**config.mk**
```make
export PLATFORM = sky130hd
export DESIGN_NAME = spq_cell
export DESIGN_NICKNAME = d
export VERILOG_FILES = /design/src/hdl/spq_pkg.sv /design/src/hdl/spq_cell.sv
export SDC_FILE = /design/constraint.sdc
export NUM_CORES = 1
export LEC_CHECK = 0
export ABC_AREA = 1
export BUFFER_PORTS_ARGS = -buffer_cell sky130_fd_sc_hd__clkbuf_2
export CORE_MARGIN = 5
export CORE_UTILIZATION = 46
export CTS_BUF_LIST = sky130_fd_sc_hd__clkbuf_8 sky130_fd_sc_hd__clkbuf_16
export DETAILED_ROUTE_END_ITERATION = 6
export PLACE_DENSITY = 0.86
export SLEW_MARGIN = 25
export SYNTH_ARGS = -nofsm -noshare
export SYNTH_HDL_FRONTEND = slang
export SYNTH_SLANG_ARGS = --single-unit
```
**constraint.sdc**
```tcl
create_clock -name clk -period 12.3 [get_ports clk]
set_input_delay 2.46 -clock clk [delete_from_list [all_inputs] [get_ports clk]]
set_output_delay 2.46 -clock clk [all_outputs]
set_load 0.02 [all_outputs]
```
**src/hdl/spq_pkg.sv**
```systemverilog
// Shared types, codes and helpers for the sorted priority queue.
`timescale 1ns / 1ps

package spq_pkg;

  localparam int unsigned DEPTH_DEF = 256;
  localparam int unsigned WEIGHT_W  = 32;
  localparam int unsigned TAG_W     = 9;
  localparam int unsigned POS_W     = 9;
  localparam int unsigned CNT_OUT_W = 9;

  // request codes
  localparam logic [1:0] REQ_INSERT = 2'd0;
  localparam logic [1:0] REQ_REMOVE = 2'd1;
  localparam logic [1:0] REQ_READ   = 2'd2;
  localparam logic [1:0] REQ_UNUSED = 2'd3;

  // status codes
  localparam logic [1:0] ST_OK    = 2'd0;
  localparam logic [1:0] ST_FULL  = 2'd1;
  localparam logic [1:0] ST_EMPTY = 2'd2;
  localparam logic [1:0] ST_RANGE = 2'd3;

  typedef struct packed {
    logic [1:0]          req_type;
    logic [WEIGHT_W-1:0] weight;
    logic [TAG_W-1:0]    tag;
    logic [POS_W-1:0]    position;
  } spq_req_t;

  typedef struct packed {
    logic [1:0]           status;
    logic [WEIGHT_W-1:0]  out_weight;
    logic [TAG_W-1:0]     out_tag;
    logic [CNT_OUT_W-1:0] count;
    logic                 is_empty;
  } spq_rsp_t;

  typedef struct packed {
    logic [WEIGHT_W-1:0] weight;
    logic [TAG_W-1:0]    tag;
  } spq_entry_t;

  // registered levels of a fan-in-4 tree over n leaves
  function automatic int unsigned spq_levels(input int unsigned n);
    return ($clog2(n) + 1) / 2;
  endfunction

endpackage

```
**src/hdl/spq_cell.sv**
```systemverilog
// One slot of the sorted array: holds an entry, shifts right on insert.
`timescale 1ns / 1ps

module spq_cell #(
  parameter int unsigned IDX = 0,
  parameter int unsigned CW  = 9,
  parameter int unsigned IW  = 8
) (
  input  logic                clk,
  input  logic                ins,
  input  logic [CW-1:0]       count,
  input  logic [IW-1:0]       sel,
  input  spq_pkg::spq_entry_t new_ent,
  input  spq_pkg::spq_entry_t left,
  input  logic                left_gt,
  output spq_pkg::spq_entry_t ent,
  output logic                gt,
  output spq_pkg::spq_entry_t rd
);

  localparam logic [CW-1:0] MY_POS = CW'(IDX);
  localparam logic [IW-1:0] MY_SEL = IW'(IDX);

  // gt is a run of ones from the head over the occupied cells whose weight exceeds the new weight
  assign gt = (MY_POS < count) && (ent.weight > new_ent.weight);
  assign rd = (sel == MY_SEL) ? ent : '0;

  always_ff @(posedge clk) begin
    if (ins && !gt) begin
      if (left_gt) begin
        ent <= new_ent;
      end else begin
        ent <= left;
      end
    end
  end

endmodule

```
## Word level (Yosys, flattened, before mapping)

Index checks and enable logic that the tools add are counted.

- Input port bits: 102
- Register bits: 41
- Logic and storage cells: 10

- Reduce and logical (&&, ||, !) cells: 4
- $lt $le $gt $ge: 2
- Mux-type cells: 2

Operators by type and width:

| cell | number |
|---|---|
| two-way mux 41 bit | 2 |
| > comparator 32 bit | 1 |
| < comparator 1 x 9 -> 1 bit (first input constant) | 1 |
| logical NOT 8 bit | 1 |
| logical AND 1 bit | 2 |
| logical NOT 1 bit | 1 |

## Depth between registers and ports, before layout

Gate-level depths: netlist (run 1).

- Word-level depth: 4
- Depth in mapped cells: 14
- Mapped depth without buffers: 14

## Least setup slack after synthesis (run 1)

OpenSTA, ideal clock, no wires.

- Kind: input -> output
- Start point: in new_ent[40] (netlist name)
- End point: out gt
- Path slack: 6.350 ns
- Data arrival time: 3.490 ns
- Cell stages on the path: 9
- Required time: 9.840 ns
- Buffers on the path: 0
- Path through: inv_1 > ha_1 > nand2_1 > nor2_1 > nand2_1 > nor2_1 > nand2_1 > nand2_1 > and2_1

- Cells in the longest elaborated chain, start to end: 2

RTL lines:

| what | line | text |
|---|---|---|
| start, declared | spq_cell.sv:13 | `input spq_pkg::spq_entry_t new_ent,` |
| > comparator 32 bit | spq_cell.sv:25 | `assign gt = (MY_POS < count) && (ent.weight > new_ent.weight);` |
| logical AND 1 bit | spq_cell.sv:25 |  |
| end, declared | spq_cell.sv:17 | `output logic gt,` |

Every way passes these cells.

## Worst setup path after layout (run 1)

- Start point: in new_ent[32] (netlist name)
- End point: out gt

Same word-level chain as after synthesis.

==> results of run 1 <==
[power breakdown]
group	leakage [nW]	internal, mW	switching [mW]
registers	0.384	0.169	0.00811
clock network	0.0681	0.0806	0.0473
logic	1.88	0.0396	0.0575
total	2.33	0.290	0.113
[worst paths after layout]
check,slack [ps],endpoint,cells after the start
worst max-delay path,5980,gt,11
worst min register to register,1170,ent[6],6
worst max register to register,9620,ent[32],8
worst min-delay path,1170,ent[6],6
[stage by stage]
step                hold slack (ps)  std cells   util
finish                         1170        618  0.669
global route                   1260        618  0.669
CTS                            1190        618  0.669
detailed placement             1170        610  0.647
global placement               1130        610  0.647
floorplan                      1880        360      -
[synth_stat cells]
library cell / instances / area, um2
sky130_fd_sc_hd__nor2_1: 87 / 327
sky130_fd_sc_hd__inv_1: 81 / 304
sky130_fd_sc_hd__o21ai_0: 2 / 10.0
sky130_fd_sc_hd__buf_2: 9 / 45.0
sky130_fd_sc_hd__nor4_1: 3 / 18.8
sky130_fd_sc_hd__clkbuf_1: 3 / 11.3
sky130_fd_sc_hd__a21oi_1: 46 / 230
sky130_fd_sc_hd__ha_1: 32 / 400
sky130_fd_sc_hd__and2_1: 1 / 6.26
sky130_fd_sc_hd__nand4_1: 2 / 12.5
sky130_fd_sc_hd__nand2_1: 38 / 143
sky130_fd_sc_hd__mux2_2: 10 / 113
sky130_fd_sc_hd__o21a_1: 1 / 7.51
sky130_fd_sc_hd__a21o_1: 1 / 7.51
sky130_fd_sc_hd__nand3_1: 3 / 15.0
sky130_fd_sc_hd__edfxtp_1: 41 / 1230
[metal layers]
metal  GRT usage  share of wire  wire length [um]  vias up
met5           0              0                 0        -
met4      0.0365         0.0064                51        0
met3      0.0415          0.085               674        5
met2       0.382           0.53              4190      109
met1       0.206           0.38              3010     1301
li1            -              -                 -     1503
[layout by cell type (no fill, tap or decap), types with 2 or more instances in the layout]
cell / synthesis / layout
sky130_fd_sc_hd__clkbuf_8: 0 / 5
sky130_fd_sc_hd__buf_4: 0 / 3
sky130_fd_sc_hd__bufinv_16: 0 / 2
sky130_fd_sc_hd__a21oi_1: 46 / 45
sky130_fd_sc_hd__nand4_1: 2 / 2
sky130_fd_sc_hd__edfxtp_1: 41 / 41
sky130_fd_sc_hd__clkbuf_2: 0 / 184
sky130_fd_sc_hd__o21ai_0: 2 / 2
sky130_fd_sc_hd__nand3_1: 3 / 3
sky130_fd_sc_hd__mux2_2: 10 / 10
sky130_fd_sc_hd__nor2_1: 87 / 87
sky130_fd_sc_hd__nor4_1: 3 / 3
sky130_fd_sc_hd__inv_1: 81 / 81
sky130_fd_sc_hd__nand2_1: 38 / 38
sky130_fd_sc_hd__ha_1: 32 / 32
[worst max-delay path, stage by stage]
cell	delay, ps
sky130_fd_sc_hd__clkbuf_2	70
sky130_fd_sc_hd__inv_1	50
sky130_fd_sc_hd__ha_1	290
sky130_fd_sc_hd__nand2_1	70
sky130_fd_sc_hd__nor2_1	160
sky130_fd_sc_hd__nand4_1	100
sky130_fd_sc_hd__nor2_1	160
sky130_fd_sc_hd__nand2_1	80
sky130_fd_sc_hd__nand2_1	110
sky130_fd_sc_hd__and2_1	130
sky130_fd_sc_hd__clkbuf_2	170
[layout make-up]
type                            instances  area, um2
Sequential cell                        41       1230
Multi-Input combinational cell        226       1300
Clock inverter                          3       65.1
Fill cell                             498       1980
Tap cell                               75       93.8
Clock buffer                            5       68.8
Timing Repair Buffer                  187        943
Inverter                               81        304
[kinds of logic (layout without fill, tap and decap cells)]
kind of cell / Yosys count / after routing / share of synthesized area
fa+ha+maj: 32 / 32 / 0.139
compound gates: 50 / 50 / 0.0886
flops: 41 / 41 / 0.427
mux: 10 / 10 / 0.0391
buf+inv: 93 / 276 / 0.125
simple gates: 134 / 134 / 0.181
==> results list, run 1 <==
- In this run, CTS created clock tree buffers numbering 5.
- Summed area of non-filler cells in the final layout: 0.00401 mm2
- Number of antenna repair diodes: 0
- DRC violation count after routing: 0
* Max Clock Freq: 0.158 GHz
- The H-tree was split into 2 levels.
* Count of buffers added by post-CTS timing repair for setup: 0
- Via total after detailed routing: 2918
- Detailed placement finished with a half-perimeter wire length of 6480 um.
- Entering global routing, the biggest net connects 73 pins.
- Number of placement rows: 28
* Leakage component of the power: 2.33 nW
- The via count of the first global-routing pass came to 2825.
* Clock latency at the later pin of the worst-skew pair: 290 ps
* Cell area after synthesis: 0.00288 mm2
* Area added between synthesis and finish: 39.1%
- Dividing the detail-routed via count by the number of cells gives 4.72.
* Remaining global-route overflow: 0
- Starting DRT DRC Count: 81
* I/O pin count: 185
- During synthesis, Yosys emitted a total of 0 warnings.
- Detail Route Antenna Nets: 0
- Clock tree synthesis selected as its root buffer the cell sky130_fd_sc_hd__clkbuf_8.
* Fraction of the yosys area taken by sequential cells: 0.427
* Number of antenna violations at the first check in global routing: 0
- Wire length per cell: 12.8 um
- Required @ worst endpoint: 9840 ps
- For this design the ratio of total power to cell area is 101 mW/mm2.
* Width of the chip: 89.1 um
- STA classifies the critical path endpoint as an output pin.
* Critical path class: input pin to output pin
- Worst slack, placed: 5990 ps
- Leading registers by flop count: ent (41)
- The die covers 0.00795 mm2.
* Number of failing hold endpoints at the final stage: 0
* Worst min-delay path startpoint: ent[31]
- Count of instances resized after the clock tree is built: 0
* Starting Density: 0.481
* Hold buffer count at CTS: 0
- The worst path meets setup with 5980 ps of slack.
* Max-cap violations: 0
- For this run, the total global-route usage over all layers was measured as 0.192.
- The worst pin sits at a relative slew slack of 0.530.
- Worst setup startpoint: new_ent[32]
- Clock-pin slew reported for the worst setup and hold paths after clock tree synthesis: 80 ps
- Data arrives at the worst endpoint at 3860 ps.
- STA classifies the critical path startpoint as an input pin.
- The first detailed-routing pass ran for 4 iterations.
- Worst clock skew: 7.72 ps
- Post-route clock period utilization: 0.514
* Setup repair after global routing missed its margin: no
- Register containing the most flip-flops in the final layout: ent
- Counting every sink on the clock net gives 41.
* Status: finished, final reports clean
- The register with the most flip-flops in the layout has 41 of them.
- After detailed placement, the total cell area comes to 0.00387 mm2.
* Final setup vio count: 0
- The final layout contains routed wiring with a total length of 7920 um.
- CTS max path bufs: 2
- Maximum fanout along the worst path: 2
- A synthesized cell averages 8.00 um2.
* Number of distinct standard cells referenced by the synthesized netlist: 16
- IO Port Bufs: 184
* Class of the tightest hold or removal check: flip-flop to flip-flop
- After synthesis the netlist holds a flip-flop and latch count of 41.
- The completed layout was analyzed and its total power is 0.403 mW.
- Min Clock Period, post-route: 6320 ps
- Height of the die: 89.1 um
* Synthesized instance count: 360
- The first global-routing pass estimated 12000 um of wire.
- Slew at the pin closest to its max-slew limit: 705 ps
* Number of max-slew violations in the final report: 0
- Final Wtd Congestion: 0.800
* Proportion of layout cells with a drive suffix above 1: 0.379
- Worst VDD drop: 0.0618 mV
* Sum of negative setup slack: 0 ps
- The floorplan step defined a core boundary enclosing 0.00599 mm2.
- The net count of the finished layout is 676.
- TritonCTS built the clock tree.
* Reg-to-reg startpoint: ent[40]
- Synthesis produced a netlist with a net count of 494.
Power figures use the tool's default switching activity.
==> run 2: changes to the inputs <==
CORE_UTILIZATION = 43   (was 46)
PLACE_DENSITY = 0.81   (was 0.86)
clock period = 6 ns   (was 12.3 ns; I/O delays follow)
==> run 2 against run 1 <==
Non-clock buffer count did not move. Critical path depth did not move. Register-to-register slack got worse by 6000 ps. First-iteration DRC count rose by 20%. Total power rose by 110%.
==> results list, run 2 (same netlist as run 1, synthesis figures left out) <==
- Setup repair after global routing left no endpoint under its margin.
- Worst clock skew: 4.38 ps
* Data arrival at the endpoint of the critical path: 2600 ps
- Pwr per Cell Area: 207 mW/mm2
- Setup slack on the critical path of the routed design comes to 2200 ps.
* Number of flip-flops under the largest register name: 41
- Summed over all cells, the static leakage comes to 2.33 nW.
- The library cells used most frequently in the layout, excluding fill and tap cells, are sky130_fd_sc_hd__clkbuf_2, sky130_fd_sc_hd__nor2_1, sky130_fd_sc_hd__inv_1, sky130_fd_sc_hd__a21oi_1, sky130_fd_sc_hd__edfxtp_1.
- Clock-pin slew was measured on the worst setup and hold paths at 80 ps.
- Final standard cell utilization of the core: 0.624
- Derived from the worst setup path, the maximum achievable clock frequency is 0.263 GHz.
- Across all layers, the routed design uses 2875 vias.
- Register containing the most flip-flops in the final layout: ent
* Number of antenna repair diodes: 0
- Overall power of the completed layout: 0.829 mW
- TritonCTS created 5 clock buffers.
- The first routing iteration left 97 violations.
* Number of antenna violations at the first check in global routing: 0
- Overall routed net length: 7780 um
- Largest net degree at the start of global routing: 73
- Part of the power in combinational logic: 0.239
- Initial DRT Pass Iterations: 4
- In this run the worst hold path is classified as input pin to flip-flop.
- Worst VDD drop: 0.118 mV
* Global-route wire length before repair: 12600 um
* Clock tree from TritonCTS: built
* Width of the chip: 91.9 um
* Required @ worst endpoint: 4800 ps
- Min Clock Period, post-route: 3800 ps
* Sink count of the clock tree: 41
- In the routed design, unresolved DRC markers number 0.
- Reg-to-reg startpoint: ent[32]
- Setup total negative slack on the finished layout was measured at 0 ps.
* Core ar.: 0.00642 mm2
- Worst hold slack after final layout: 1210 ps
- In this run, post-CTS repair resized a total of 0 instances.
* Starting Density: 0.449
- Number of cells traversed by the worst register-to-register path: 8
* Master cell of the clock root buffer: sky130_fd_sc_hd__clkbuf_8
- The worst setup path is launched from an input pin.
- Routability-driven placement finished with a final weighted congestion of 0.792.
- Across every metal layer, demand over resource in global routing totals 0.179.
* Worst slack, placed: 2220 ps
- The worst hold path terminates at ent[9].
- In this run the post-CTS setup repair buffer count came out at 0.
- The initialized floorplan defines 29 standard-cell rows.
- In this run the critical register-to-register path is captured at ent[11].
- In this run the power spent charging and discharging nets is 0.235 mW.
* Number of global-route vias before repair: 2823
* Clock latency at the later pin of the worst-skew pair: 290 ps
* Worst min-delay path startpoint: left[9]
- After detailed routing, the number of vias per cell comes to 4.64.
- 185 I/O pins were placed.
- Max-Slew Margin vs Limit: 0.537
* Register-to-register setup slack: 3610 ps
- Remaining global-route overflow: 0
- CTS max path bufs: 2
* Switching Share: 0.283
- Setup violations remaining at the end of the flow were counted as 0.
- HPWL after detailed placement: 6280 um
* Max H-tree Level: 2
- Port buffering added 184 buffers.
- Cell internal power was estimated by the tool at 0.594 mW.
- Part of the power in registers: 0.439
* Slew at the pin closest to its max-slew limit: 695 ps
* Detail Route Antenna Nets: 0
- Die outline area: 0.00844 mm2
* Height of the die: 91.9 um
* Number of failing hold endpoints at the final stage: 0
- Of the cells placed in the final design, the portion with a size suffix greater than 1 is 0.379.
- Area added between synthesis and finish: 39.2%
* Wire length per cell: 12.5 um
- Leading registers by flop count: ent (41)
- Buffers inserted to repair hold after CTS numbered 0.
- Of all nets on the critical path, the largest fanout is 2.
* Critical path class: input pin to output pin
- Leaving out fill and tap cells, the most frequent cell in the layout is sky130_fd_sc_hd__clkbuf_2.
- Final net count: 676
* Max-cap violations: 0
- Number of max-slew violations in the final report: 0
- Status: finished, final reports clean
- Critical Path End Type: output pin
- The share of total power dissipated in the clock network is 0.321.
- Counting instances, the worst hold path has a depth of 2.
* Post-route clock period utilization: 0.633
==> run 2: cell counts in the layout (fill, tap and decap cells not counted) <==
No cell type changed its count.
==> run 2: layer usage <==
layer / GRT usage / vias to the layer above / part of all wire
met2: 0.325 / 116 / 0.51
li1: - / 1501 / -
met1: 0.210 / 1249 / 0.40
met5: 0 / - / 0
met3: 0.0499 / 9 / 0.080
met4: 0.0371 / 0 / 0.012
==> run 2: metrics by stage <==
step | std cells | cell area (um2)
after CTS | 620 | 4010
after global routing | 620 | 4010
final | 620 | 4010
after floorplan | 360 | 2880
after global placement | 612 | 3880
after detailed placement | 612 | 3880
==> run 2: area by class of cell <==
class	instances	area (um2)
flip-flops and latches	41	1230
fillers	558	2410
multi-input cells	226	1300
clock buffers	5	68.8
repair buffers	187	943
inverters	81	304
well taps	77	96.3
clock inverters	3	65.1
==> run 2: worst max-delay path, stage by stage <==
cell	delay [ps]
sky130_fd_sc_hd__clkbuf_2	80
sky130_fd_sc_hd__inv_1	50
sky130_fd_sc_hd__ha_1	290
sky130_fd_sc_hd__nand2_1	70
sky130_fd_sc_hd__nor2_1	160
sky130_fd_sc_hd__nand4_1	110
sky130_fd_sc_hd__nor2_1	160
sky130_fd_sc_hd__nand2_1	70
sky130_fd_sc_hd__nand2_1	110
sky130_fd_sc_hd__and2_1	130
sky130_fd_sc_hd__clkbuf_2	180
==> run 2: worst max-delay path by stage <==
stage	startpoint	to	slack [ps]	depth (start not counted)
CTS	new_ent[32]	gt	2210	11
finish	new_ent[32]	gt	2200	11
global route	new_ent[32]	gt	2060	11
detailed placement	new_ent[32]	gt	2220	11
floorplan	new_ent[16]	ent[0]	1510	10
global placement	new_ent[32]	gt	2230	11
==> run 2: power by group through the flow <==
stage | clock network [mW] | logic [mW] | registers [mW]
detailed placement | 0 | 0.201 | 0.371
floorplan | 0 | 0.0931 | 0.397
global route | 0.284 | 0.225 | 0.368
global placement | 0 | 0.194 | 0.370
CTS | 0.275 | 0.202 | 0.365
finish | 0.267 | 0.199 | 0.364
